===== src/rtl/ghist_pkg.sv =====
// Shared types, constants and helpers of the gray-level histogram core.
// Depends on nothing; every other file of the block uses it.
package ghist_pkg;

   localparam int BIN_BITS   = 8;
   localparam int NUM_BINS   = 2 ** BIN_BITS;
   localparam int COUNT_BITS = 24;
   localparam int OUT_BITS   = 24;
   localparam int WIDE_BITS  = (COUNT_BITS > OUT_BITS) ? COUNT_BITS : OUT_BITS;

   typedef logic [BIN_BITS-1:0]   bin_type;
   typedef logic [COUNT_BITS-1:0] count_type;
   typedef logic [OUT_BITS-1:0]   out_count_type;

   typedef enum logic [1:0] {
      OP_CLEAR = 2'd0,
      OP_COUNT = 2'd1,
      OP_READ  = 2'd2
   } op_type;

   typedef struct packed {
      op_type  op;
      bin_type addr;
   } item_type;

   typedef struct packed {
      logic      rd_en;
      bin_type   rd_addr;
      logic      wr_en;
      bin_type   wr_addr;
      count_type wr_data;
   } ram_req_type;

   typedef struct packed {
      bin_type       index;
      out_count_type count;
   } result_type;

   function automatic out_count_type sat_out(count_type value);
      logic [WIDE_BITS-1:0] wide;
      logic [WIDE_BITS-1:0] limit;
      wide  = WIDE_BITS'(value);
      limit = WIDE_BITS'({OUT_BITS{1'b1}});
      if (wide > limit) begin
         return {OUT_BITS{1'b1}};
      end
      return OUT_BITS'(wide);
   endfunction

endpackage


===== src/rtl/ghist_rmw.sv =====
// Read-modify-write stage of the histogram: per-bin valid bits, forwarding of
// the last write, saturating increment and read results. Depends on ghist_pkg.
module ghist_rmw (
   input  logic                   clock,
   input  logic                   reset,
   input  logic                   in_push,
   input  ghist_pkg::item_type    in_item,
   output logic                   in_ready,
   input  logic                   out_free,
   output logic                   out_push,
   output ghist_pkg::result_type  out_result,
   output ghist_pkg::ram_req_type ram_req,
   input  ghist_pkg::count_type   rd_data
);

   logic                 s1_vld_ff, s1_vld_in;
   ghist_pkg::item_type  s1_ff, s1_in;
   logic                 fwd_vld_ff, fwd_vld_in;
   ghist_pkg::bin_type   fwd_addr_ff, fwd_addr_in;
   ghist_pkg::count_type fwd_data_ff, fwd_data_in;
   logic [ghist_pkg::NUM_BINS-1:0] valid_ff, valid_in;

   logic                 retire;
   logic                 do_clear;
   logic                 do_count;
   ghist_pkg::count_type old_count;
   ghist_pkg::count_type new_count;

   assign retire   = s1_vld_ff && ((s1_ff.op != ghist_pkg::OP_READ) || out_free);
   assign in_ready = !s1_vld_ff || retire;

   always_comb begin
      do_clear = 1'b0;
      do_count = 1'b0;
      case (s1_ff.op)
         ghist_pkg::OP_CLEAR: do_clear = retire;
         ghist_pkg::OP_COUNT: do_count = retire;
         default: begin
         end
      endcase
   end

   always_comb begin
      if (fwd_vld_ff && (fwd_addr_ff == s1_ff.addr)) begin
         old_count = fwd_data_ff;
      end else if (valid_ff[s1_ff.addr]) begin
         old_count = rd_data;
      end else begin
         old_count = '0;
      end
      if (old_count == {ghist_pkg::COUNT_BITS{1'b1}}) begin
         new_count = old_count;
      end else begin
         new_count = old_count + ghist_pkg::COUNT_BITS'(1);
      end
   end

   assign ram_req.rd_en   = in_push;
   assign ram_req.rd_addr = in_item.addr;
   assign ram_req.wr_en   = do_count;
   assign ram_req.wr_addr = s1_ff.addr;
   assign ram_req.wr_data = new_count;

   assign out_push         = retire && (s1_ff.op == ghist_pkg::OP_READ);
   assign out_result.index = s1_ff.addr;
   assign out_result.count = ghist_pkg::sat_out(old_count);

   always_comb begin
      s1_vld_in = s1_vld_ff;
      s1_in     = s1_ff;
      if (in_ready) begin
         s1_vld_in = in_push;
         s1_in     = in_item;
      end
   end

   always_comb begin
      fwd_vld_in  = fwd_vld_ff;
      fwd_addr_in = fwd_addr_ff;
      fwd_data_in = fwd_data_ff;
      if (do_clear) begin
         fwd_vld_in = 1'b0;
      end else if (do_count) begin
         fwd_vld_in  = 1'b1;
         fwd_addr_in = s1_ff.addr;
         fwd_data_in = new_count;
      end
   end

   always_comb begin
      valid_in = valid_ff;
      if (do_clear) begin
         valid_in = '0;
      end else if (do_count) begin
         valid_in[s1_ff.addr] = 1'b1;
      end
   end

   always_ff @(posedge clock) begin
      if (reset) begin
         s1_vld_ff  <= 1'b0;
         fwd_vld_ff <= 1'b0;
         valid_ff   <= '0;
      end else begin
         s1_vld_ff  <= s1_vld_in;
         fwd_vld_ff <= fwd_vld_in;
         valid_ff   <= valid_in;
      end
   end

   always_ff @(posedge clock) begin
      s1_ff       <= s1_in;
      fwd_addr_ff <= fwd_addr_in;
      fwd_data_ff <= fwd_data_in;
   end

   a_clear_empties: assert property (@(posedge clock) disable iff (reset)
      do_clear |=> !fwd_vld_ff && ($countones(valid_ff) == 0))
      else $error("clear left a bin marked as written");

   a_write_forwarded: assert property (@(posedge clock) disable iff (reset)
      ram_req.wr_en |=> fwd_vld_ff && (fwd_addr_ff == $past(ram_req.wr_addr))
                        && valid_ff[fwd_addr_ff])
      else $error("bin write not captured for forwarding");

   a_stall_holds: assert property (@(posedge clock) disable iff (reset)
      (s1_vld_ff && !retire) |-> !ram_req.rd_en ##1 (s1_vld_ff && $stable(s1_ff)))
      else $error("stalled request lost or overwritten");

   a_result_from_read: assert property (@(posedge clock) disable iff (reset)
      out_push |-> out_free && (s1_ff.op == ghist_pkg::OP_READ))
      else $error("result raised without a read request");

endmodule

===== config.mk =====
export PLATFORM = sky130hd
export DESIGN_NAME = ghist_rmw
export DESIGN_NICKNAME = d
export VERILOG_FILES = /design/src/rtl/ghist_pkg.sv /design/src/rtl/ghist_rmw.sv
export SDC_FILE = /design/constraint.sdc
export NUM_CORES = 1
export LEC_CHECK = 0
export BUFFER_PORTS_ARGS = -buffer_cell sky130_fd_sc_hd__buf_2
export CORE_ASPECT_RATIO = 1.5
export CORE_MARGIN = 2
export CORE_UTILIZATION = 44
export DETAILED_ROUTE_END_ITERATION = 8
export SYNTH_ARGS = -nofsm -noshare
export SYNTH_HDL_FRONTEND = slang
export SYNTH_SLANG_ARGS = --single-unit

===== constraint.sdc =====
create_clock -name clock -period 13.9 [get_ports clock]
set_input_delay 2.78 -clock clock [delete_from_list [all_inputs] [get_ports clock]]
set_output_delay 2.78 -clock clock [all_outputs]
set_load 0.1 [all_outputs]

==> impl_summary.md, run 1 <==
Worst setup path
The required time of the critical path is 11.12 ns. In this run the critical register-to-register path is launched from out_result[24]. The depth of the worst register-to-register path is 18.

Along the worst path, the maximum fanout reaches 119. The stage delay of the slowest cell on the critical path is 0.65 ns. The worst setup path is of the reg -> out kind. The family of cells with the greatest summed delay on the critical path is compound AO/OA/AOI/OAI gates. For this design, the slowest cell found on the critical path is sky130_fd_sc_hd__mux4_1.

The worst setup path is captured at an output port. The endpoint identified for the worst register-to-register timing path is fwd_data_ff[17]. STA classifies the critical path startpoint as a flop. The critical path buffer and inverter count is 3. The critical path goes through buf_12 -> mux4_1 -> mux4_2 -> o22ai_1 -> nor3_1 -> a211oi_2 -> a211oi_4 -> or2_1 -> buf_4 -> a22o_1 -> ha_1 -> nand2_1 -> or2_2 -> o21bai_1 -> a32oi_1 -> a2111o_4 -> nor3b_1 -> xor2_1 -> buf_2. Across all register-to-register paths, the minimum setup slack is 8.05 ns. The arrival time at the worst endpoint is 6.72 ns.

Worst hold path
In this run the worst hold path is classified as reg -> reg. The hold path depth is 2. In this run the most critical hold path is launched from valid_ff[88]. The worst hold path terminates at valid_ff[88].

Logic synthesis
For this run, the number of Yosys warnings is 0. Counting every net in the synthesized netlist gives 1450. Synthesis inferred 300 register bits.

For this run, asynchronously set or reset flops after synthesis account for 0. Synthesis handed over a netlist of 1411 instances. The average cell area after synthesis is 9.41 um^2. Yosys attributes the largest share of cell area to sky130_fd_sc_hd__dfxtp_1 (39%), sky130_fd_sc_hd__a21oi_1 (10%), sky130_fd_sc_hd__edfxtp_1 (9.5%).

The number of enable flip-flop cells after synthesis is 42. The top flip-flop cell by instance count after synthesis is sky130_fd_sc_hd__dfxtp_1. The number of unique standard cell types used by synthesis is 65.

The share of the Yosys chip area taken by registers is 0.484. The leading area contributor after synthesis is sky130_fd_sc_hd__dfxtp_1. Of the post-synthesis cell area, the dominant cell type holds 0.389. Summing every instance area after synthesis gives 13300 um^2.

Layout
The number of nets in the layout is 1490. The share of post-route cells with drive strength above 1 is 0.160. The cell area after layout is 14800 um^2. The signed area change from the synthesized netlist to the final layout is 11.4%. The number of inserted diodes is 0. The final instance count without filler cells is 1864.

For this run, the share of the core covered by cells in the final layout is 0.500.

Timing
At the pin with the least slew margin, the transition time is 1.19 ns. The worst hold slack after final layout is 0.459 ns. The final max-slew violation count came to 0. Setup violations remaining at the end of the flow were counted as 0. The final critical-path setup slack is 4.40 ns. The count of endpoints failing hold in the final timing report was 0. The achievable frequency is 0.105 GHz.

In this run the tightest slew margin relative to its limit is 0.200. The shortest clock period the worst path allows after layout is 9.50 ns. Setup repair after global routing left no endpoint under its margin. Dividing the final minimum period by the clock period gives 0.683. The total negative slack is 0 ns. The worst clock skew on the final layout is 0.0352 ns.

Pwr
The design draws 1.95 mW. The largest voltage drop on the vdd net is 0.0799 mV. In this run the power density over the cells is 132 nW/um^2. In this run the static leakage power is 5.85 nW.

Place
The post-place setup slack is 5.03 ns. At the end of routability-driven placement, the weighted congestion stood at 0.845. Including well taps, the total number of placed cells is 1816. The estimated wirelength of the detail-placed design is 23.3 mm. The number of buffers added on ports is 113.

The placed cell area is 13900 um^2.

CTS
The buffer levels on the longest clock path is 3. The clock root buffer is sky130_fd_sc_hd__clkbuf_16. Clock latency on the worst-skew pair, taken at its later pin, is 0.58 ns. The number of buffers added to fix hold violations after cts is 0. Post-CTS timing repair inserted 0 buffers for setup. The TritonCTS buffer count is 28. TritonCTS built the clock tree. The clock input transition at the sequential cells of the worst setup and hold paths is 0.07 ns. The number of instances resized during post-cts repair is 0. The count of H-tree levels built during CTS is 1.

The clock net sink count is 300.

GRT
The number of antenna violations at the first check in global routing was 0. The global-route wire length before repair is 57.7 mm. The largest net degree at the start of global routing is 120. The via count of the first global-routing pass is 10300. The aggregate global-route resource usage is 0.229. The remaining global-route overflow is 0.

Drt
The final route contains 10600 vias. For this block, the routed nets add up to 37.1 mm of wire. The number of remaining DRC errors is 0. The first detailed-routing pass ran for 5 iterations. After detailed routing, the number of vias per cell comes to 5.70. After detailed routing, the average wire length per cell comes to 19.9 um. In this run, the number of DRC markers left after iteration 0 of detailed routing was 744. The post-detailed-route count of antenna-violating nets is 0.

Floorplanning
The placeable core region is 29600 um^2. The initial utilization of the core area, before any placement, comes to 0.449. The x dimension of the die is 146 um. The count of pins on the block boundary is 114.

The die covers 31600 um^2. The die boundary height is 217 um. The number of placement rows is 77.

Run status
The run finished with clean final reports.

Flow run
The max-capacitance violation count is 0.
metal layers:
| metal | vias to the layer above | track usage | wire length [um] |
|---|---|---|---|
| li1 | 5062 | - | - |
| met1 | 5134 | 0.278 | 15100 |
| met2 | 359 | 0.412 | 18800 |
| met3 | 74 | 0.0263 | 1810 |
| met4 | 0 | 0.0964 | 1380 |
| met5 | - | 0 | 0 |
synth_stat cells (8+ instances only):
cell type and instances:
sky130_fd_sc_hd__xor2_1 10, sky130_fd_sc_hd__mux2i_1 80, sky130_fd_sc_hd__mux4_2 12, sky130_fd_sc_hd__dfxtp_1 258, sky130_fd_sc_hd__a21oi_1 271, sky130_fd_sc_hd__nor2_1 287
sky130_fd_sc_hd__a22o_1 22, sky130_fd_sc_hd__nand2_1 47, sky130_fd_sc_hd__a31oi_1 11, sky130_fd_sc_hd__nor3_1 19, sky130_fd_sc_hd__a22oi_1 36, sky130_fd_sc_hd__o21ai_0 8
sky130_fd_sc_hd__nand2b_1 8, sky130_fd_sc_hd__buf_4 35, sky130_fd_sc_hd__xnor2_1 19, sky130_fd_sc_hd__buf_2 8, sky130_fd_sc_hd__inv_1 8, sky130_fd_sc_hd__mux4_1 15
sky130_fd_sc_hd__clkbuf_1 75, sky130_fd_sc_hd__nand3_1 23, sky130_fd_sc_hd__edfxtp_1 42, sky130_fd_sc_hd__and3_1 9
sequential cells by signal (all words and copies together), names as in the netlist:
register and flops:
s1_vld_ff 1, s1_ff 2, fwd_vld_ff 1, fwd_addr_ff 8, fwd_data_ff 24, valid_ff 256
out_result 8
logic make-up after synthesis:
kind of cell / after synthesis / share of synthesized area
compound gates: 380 / 0.167
xor+xnor: 30 / 0.0204
fa+ha+maj: 1 / 0.000943
buf+inv: 140 / 0.0619
flops: 300 / 0.484
mux: 112 / 0.116
simple gates: 448 / 0.150
tightest hold or removal path, delay by kind of cell, from the launching register on:
kind	cells	cell delay [ns]
compound gates	1	0.04
flops	1	0.32
simple gates	1	0.07
cell usage in the layout, fill, tap and decap left out, types with 4 or more instances in the layout:
| cell | count |
|---|---|
| sky130_fd_sc_hd__nor2_1 | 287 |
| sky130_fd_sc_hd__a21oi_1 | 271 |
| sky130_fd_sc_hd__dfxtp_1 | 258 |
| sky130_fd_sc_hd__buf_2 | 113 |
| sky130_fd_sc_hd__mux2i_1 | 80 |
| sky130_fd_sc_hd__nand2_1 | 47 |
| sky130_fd_sc_hd__edfxtp_1 | 42 |
| sky130_fd_sc_hd__a22oi_1 | 36 |
| sky130_fd_sc_hd__clkbuf_16 | 29 |
| sky130_fd_sc_hd__buf_4 | 27 |
| sky130_fd_sc_hd__nand3_1 | 23 |
| sky130_fd_sc_hd__a22o_1 | 22 |
| sky130_fd_sc_hd__xnor2_1 | 19 |
| sky130_fd_sc_hd__mux4_1 | 15 |
| sky130_fd_sc_hd__mux4_2 | 12 |
| sky130_fd_sc_hd__nor3_1 | 11 |
| sky130_fd_sc_hd__a31oi_1 | 11 |
| sky130_fd_sc_hd__xor2_1 | 10 |
| sky130_fd_sc_hd__and3_1 | 9 |
| sky130_fd_sc_hd__inv_1 | 8 |
| sky130_fd_sc_hd__nand2b_1 | 8 |
| sky130_fd_sc_hd__o21ai_0 | 8 |
| sky130_fd_sc_hd__nand4_1 | 7 |
| sky130_fd_sc_hd__nor3_2 | 7 |
| sky130_fd_sc_hd__and2_1 | 7 |
| sky130_fd_sc_hd__o22ai_1 | 7 |
| sky130_fd_sc_hd__clkbuf_1 | 7 |
| sky130_fd_sc_hd__nor2b_1 | 6 |
| sky130_fd_sc_hd__clkbuf_8 | 6 |
| sky130_fd_sc_hd__nand3b_1 | 5 |
| sky130_fd_sc_hd__mux2_2 | 4 |
| sky130_fd_sc_hd__nor4_2 | 4 |
worst max-delay path by stage:
stage                        start          end  cells after the start
floorplan              rd_data[20]  ram_req[20]                      3
global placement    out_result[24]  ram_req[17]                     19
detailed placement  out_result[24]  ram_req[17]                     19
CTS                 out_result[24]  ram_req[17]                     19
global route        out_result[24]  ram_req[19]                     19
finish              out_result[24]  ram_req[17]                     19
cell type report:
type / count / area [um^2]
fillers: 2779 / 14800
inverters: 9 / 33.8
clock buffers: 42 / 835
clock inverters: 6 / 93.8
flip-flops and latches: 300 / 6430
multi-input cells: 971 / 6110
repair buffers: 141 / 788
well taps: 395 / 494
where the power goes:
part           internal [mW]  switching [mW]  total (mW)
logic                 0.0525           0.226       0.279
registers              0.885         0.00589       0.891
clock network          0.450           0.333       0.783
(Power assumes the default switching activity.)
==> run 2: changes to the inputs <==
==> constraint.sdc (replaced) <==
create_clock -name clock -period 9.4 [get_ports clock]
set_input_delay 1.88 -clock clock [delete_from_list [all_inputs] [get_ports clock]]
set_output_delay 1.88 -clock clock [all_outputs]
set_load 0.1 [all_outputs]
==> run 2 against run 1 <==
Register-to-register slack worse by 4.2 ns. Sequential share of layout area decreased by 0.088 points. Non-clock buffer count unchanged. Hold slack better by 0.0016 ns. Critical path depth decreased by 1. Largest power group unchanged. Setup slack worse by 3.2 ns. Die area unchanged. Clock-buffer cell count fell by 6. Sequential cell count is the same. Combinational power up 47%. Highest routed layer unchanged. Final cell count is essentially flat.
==> impl_summary.md, run 2 (synthesized netlist as in run 1, its figures left out) <==
Drt
The post-detailed-route count of antenna-violating nets was 0 (unchanged). The count of routing violations after the opening detailed-route iteration is 842 (+13%). The final routed wirelength across all metal layers is 37.3 mm (+0.53%).

The number of remaining DRC errors was 0 (unchanged). The vias per cell came to 5.73 (+0.48%). The routed length per placed instance is 20.0 um (+0.48%). The number of iterations in the first detailed-routing pass is 5 (unchanged). The routed via count came to 10700 (+0.54%).

Layout
The combined flip-flop and latch cell area came to 6430 um^2 (unchanged). The flip-flop count of the largest register, all copies and words added is 256 (unchanged). Relative to the synthesized area, the layout overhead comes to 11.6%.

The number of nets in the layout is 1490 (unchanged). The share of post-route cells with drive strength above 1 is 0.159 (-0.000789). The area used by multi-input combinational logic is 6120 um^2 (+0.20%). The register with the highest flop count is valid_ff. The most frequent standard cell in the layout excluding fill and tap cells is sky130_fd_sc_hd__nor2_1. The library cells used most frequently in the layout, excluding fill and tap cells, are sky130_fd_sc_hd__nor2_1 (287), sky130_fd_sc_hd__a21oi_1 (271), sky130_fd_sc_hd__dfxtp_1 (258). The number of inserted diodes was 0 (unchanged). The number of filler instances in the final layout came to 2781 (+0.072%).

In the final layout, the registers with the most flip-flops are valid_ff: 256 flops, fwd_data_ff: 24 flops.

Pwr
The switching share of power was 0.286 (-0.00380). The largest voltage drop on the vdd net is 0.111 mV (+39%). The sequential fraction of design power is 0.453 (-0.003). The proportion of power drawn by the clock network came to 0.406 (+0.005). The cell leakage power is 5.88 nW (+0.47%). The switching power came to 0.832 mW (+47%). The power share of the combinational group is 0.141 (-0.002). The internal portion of total power is 2.08 mW (+50%). The power per unit of standard cell area came to 197 nW/um^2 (+49%).

CTS
The buffer levels on the longest clock path was 3 (unchanged). The number of buffers added to fix hold violations after cts was 0 (unchanged). The clock input transition at the sequential cells of the worst setup and hold paths came to 0.06 ns (about the same). The clock latency of the later-clocked register in the worst-skew pair is 0.56 ns (-0.02 ns).

The clock net sink count is 300 (unchanged). The clock root buffer is sky130_fd_sc_hd__clkbuf_16. The post-CTS setup repair buffer count came to 0 (unchanged). The number of instances resized during post-cts repair is 0 (unchanged). The TritonCTS buffer count is 28 (unchanged). The TritonCTS clock tree is yes.

The count of H-tree levels built during CTS is 1 (unchanged).

Timing
Counting I/O delays and the setup requirement, the final critical path takes 8.24 ns. The worst hold slack after final layout is 0.461 ns (+0.00161 ns). Of the available clock period, the critical path in the final layout requires 0.877.

Static timing analysis puts the maximum clock frequency at 0.121 GHz. The count of endpoints failing hold in the final timing report was 0 (unchanged). The worst clock skew on the final layout is 0.0194 ns (-0.0158 ns).

The total of endpoints with negative setup slack in the final report was 0 (unchanged). The final max-slew violation count is 0 (unchanged). The total negative slack is 0 ns (unchanged).

The headroom to the max-slew limit is 0.123 (-0.0764). Setup repair after global routing left no endpoint under its margin. The transition time at the pin with the least slew margin came to 1.31 ns (+0.120 ns).

Worst setup path
The critical path starts at out_result[26]. The critical path buffer and inverter count came to 2 (-1). The critical path is of the reg -> out type.

The family of cells with the greatest summed delay on the critical path is compound AO/OA/AOI/OAI gates. The critical path goes through buf_4 -> mux4_2 -> mux4_2 -> o22ai_1 -> nor3_1 -> a211oi_2 -> a211oi_4 -> or2_1 -> a22o_1 -> ha_1 -> nand2_1 -> or2_2 -> o21bai_1 -> a32oi_1 -> a2111o_4 -> nor4b_4 -> xor2_1 -> buf_2. The nature of the critical path startpoint is a flop. For this design, the slowest cell found on the critical path is sky130_fd_sc_hd__edfxtp_1.

The stage delay of the slowest cell on the critical path came to 0.86 ns (+0.21 ns). The top fanout value on the critical path is 21 (-82%). The arrival time at the worst endpoint is 6.36 ns (-0.36 ns). The category of the worst setup path capture point is an output port. The required time of the critical path was 7.52 ns (-3.60 ns). In this run the critical register-to-register path is launched from out_result[26]. By instance count, the cell type seen most on the critical path is sky130_fd_sc_hd__mux4_2.

GRT
The number of antenna violations at the first check in global routing is 0 (unchanged). The global routing met2 resource utilization is 0.411 (-0.00110). The met1 global-route usage came to 0.288 (+0.00987).

The aggregate global-route resource usage is 0.233 (+0.00311). The remaining global-route overflow is 0 (unchanged). The busiest layer in global routing is met2. The global-route wire length before repair is 58.7 mm (+1.6%). The largest net degree at the start of global routing came to 105 (-13%). The met3 global-route usage came to 0.0261 (-0.000211).

The via count of the first global-routing pass is 10400 (+1.0%).

Worst hold path
In this run the most critical hold path is launched from valid_ff[18]. The class of the tightest hold or removal check is reg -> reg.

Floorplanning
The x dimension of the die is 146 um (unchanged). The placeable core region is 29600 um^2 (unchanged). The overall die area is 31600 um^2 (unchanged). The effective utilization at floorplan is 0.449 (unchanged). The die boundary height is 217 um (unchanged). The number of placement rows came to 77 (unchanged).

The count of pins on the block boundary is 114 (unchanged).

Run status
The run finished with clean final reports.

Flow run
The max-capacitance violation count was 0 (unchanged).

Place
The estimated wirelength of the detail-placed design came to 24.2 mm (+4.2%). The last weighted congestion value of the routability-driven placer was 0.850 (+0.52%). The number of buffers added on ports is 113 (unchanged).
-- run 2: changes by cell type in the layout (fill, tap and decap cells not counted) --
cell | previous run | this run
sky130_fd_sc_hd__bufinv_16 | 2 | 4
sky130_fd_sc_hd__clkbuf_1 | 7 | 5
sky130_fd_sc_hd__clkbuf_16 | 29 | 30
sky130_fd_sc_hd__clkbuf_8 | 6 | 1
sky130_fd_sc_hd__clkinv_1 | 0 | 4
sky130_fd_sc_hd__clkinv_2 | 2 | 4
sky130_fd_sc_hd__clkinv_8 | 1 | 0
sky130_fd_sc_hd__nor3_2 | 7 | 5
sky130_fd_sc_hd__nor3_4 | 3 | 5
-- run 2: area by class of cell --
cell class	count	area share
Clock buffer	36	0.0529
Timing Repair Buffer	141	0.0532
Sequential cell	300	0.434
Tap cell	395	0.0334
Inverter	9	0.00228
Clock inverter	13	0.0110
Multi-Input combinational cell	971	0.413
-- run 2: metal layers --
metal / share of wire / up-vias
met4: 0.034 / 0
met3: 0.048 / 69
met2: 0.50 / 350
met1: 0.42 / 5219
li1: - / 5048
met5: 0 / -
-- run 2: final timing paths --
check / endpoint / slack [ns] / cells after the start
hold reg to reg: valid_ff[18] / 0.46 / 2
hold / removal: valid_ff[18] / 0.46 / 2
setup reg to reg: fwd_data_ff[23] / 3.89 / 17
setup / recovery: ram_req[23] / 1.16 / 18
-- run 2: per-stage QoR --
step	instances	instance area, um^2	total power [mW]	setup slack [ns]	utilization
2_1_floorplan	1411	13300	1.69	1.43	-
3_3_place_gp	1816	13900	1.76	1.90	0.469
3_5_place_dp	1816	13900	1.76	1.81	0.469
4_1_cts	1865	14800	2.93	1.20	0.501
5_1_grt	1865	14800	3.00	0.936	0.501
6_report	1865	14800	2.91	1.16	0.501
-- run 2: power by group through the flow --
| stage | sequential [mW] | combinational [mW] | clock, mW |
|---|---|---|---|
| after floorplan | 1.34 | 0.352 | 0 |
| after global placement | 1.35 | 0.408 | 0 |
| after detailed placement | 1.35 | 0.410 | 0 |
| after CTS | 1.32 | 0.410 | 1.20 |
| after global routing | 1.32 | 0.428 | 1.25 |
| final | 1.32 | 0.411 | 1.18 |
-- run 2: worst register-to-register path, delay by kind of cell, from the launching register on --
family | cells | cell delay, ns
muxes | 2 | 0.81
and+or+nand+nor | 5 | 0.95
xor gates and xnor gates | 1 | 0.23
adders and majority gates | 1 | 0.23
AOI/OAI and AO/OA | 7 | 1.84
buffers and inverters | 1 | 0.42
DFF | 1 | 0.86
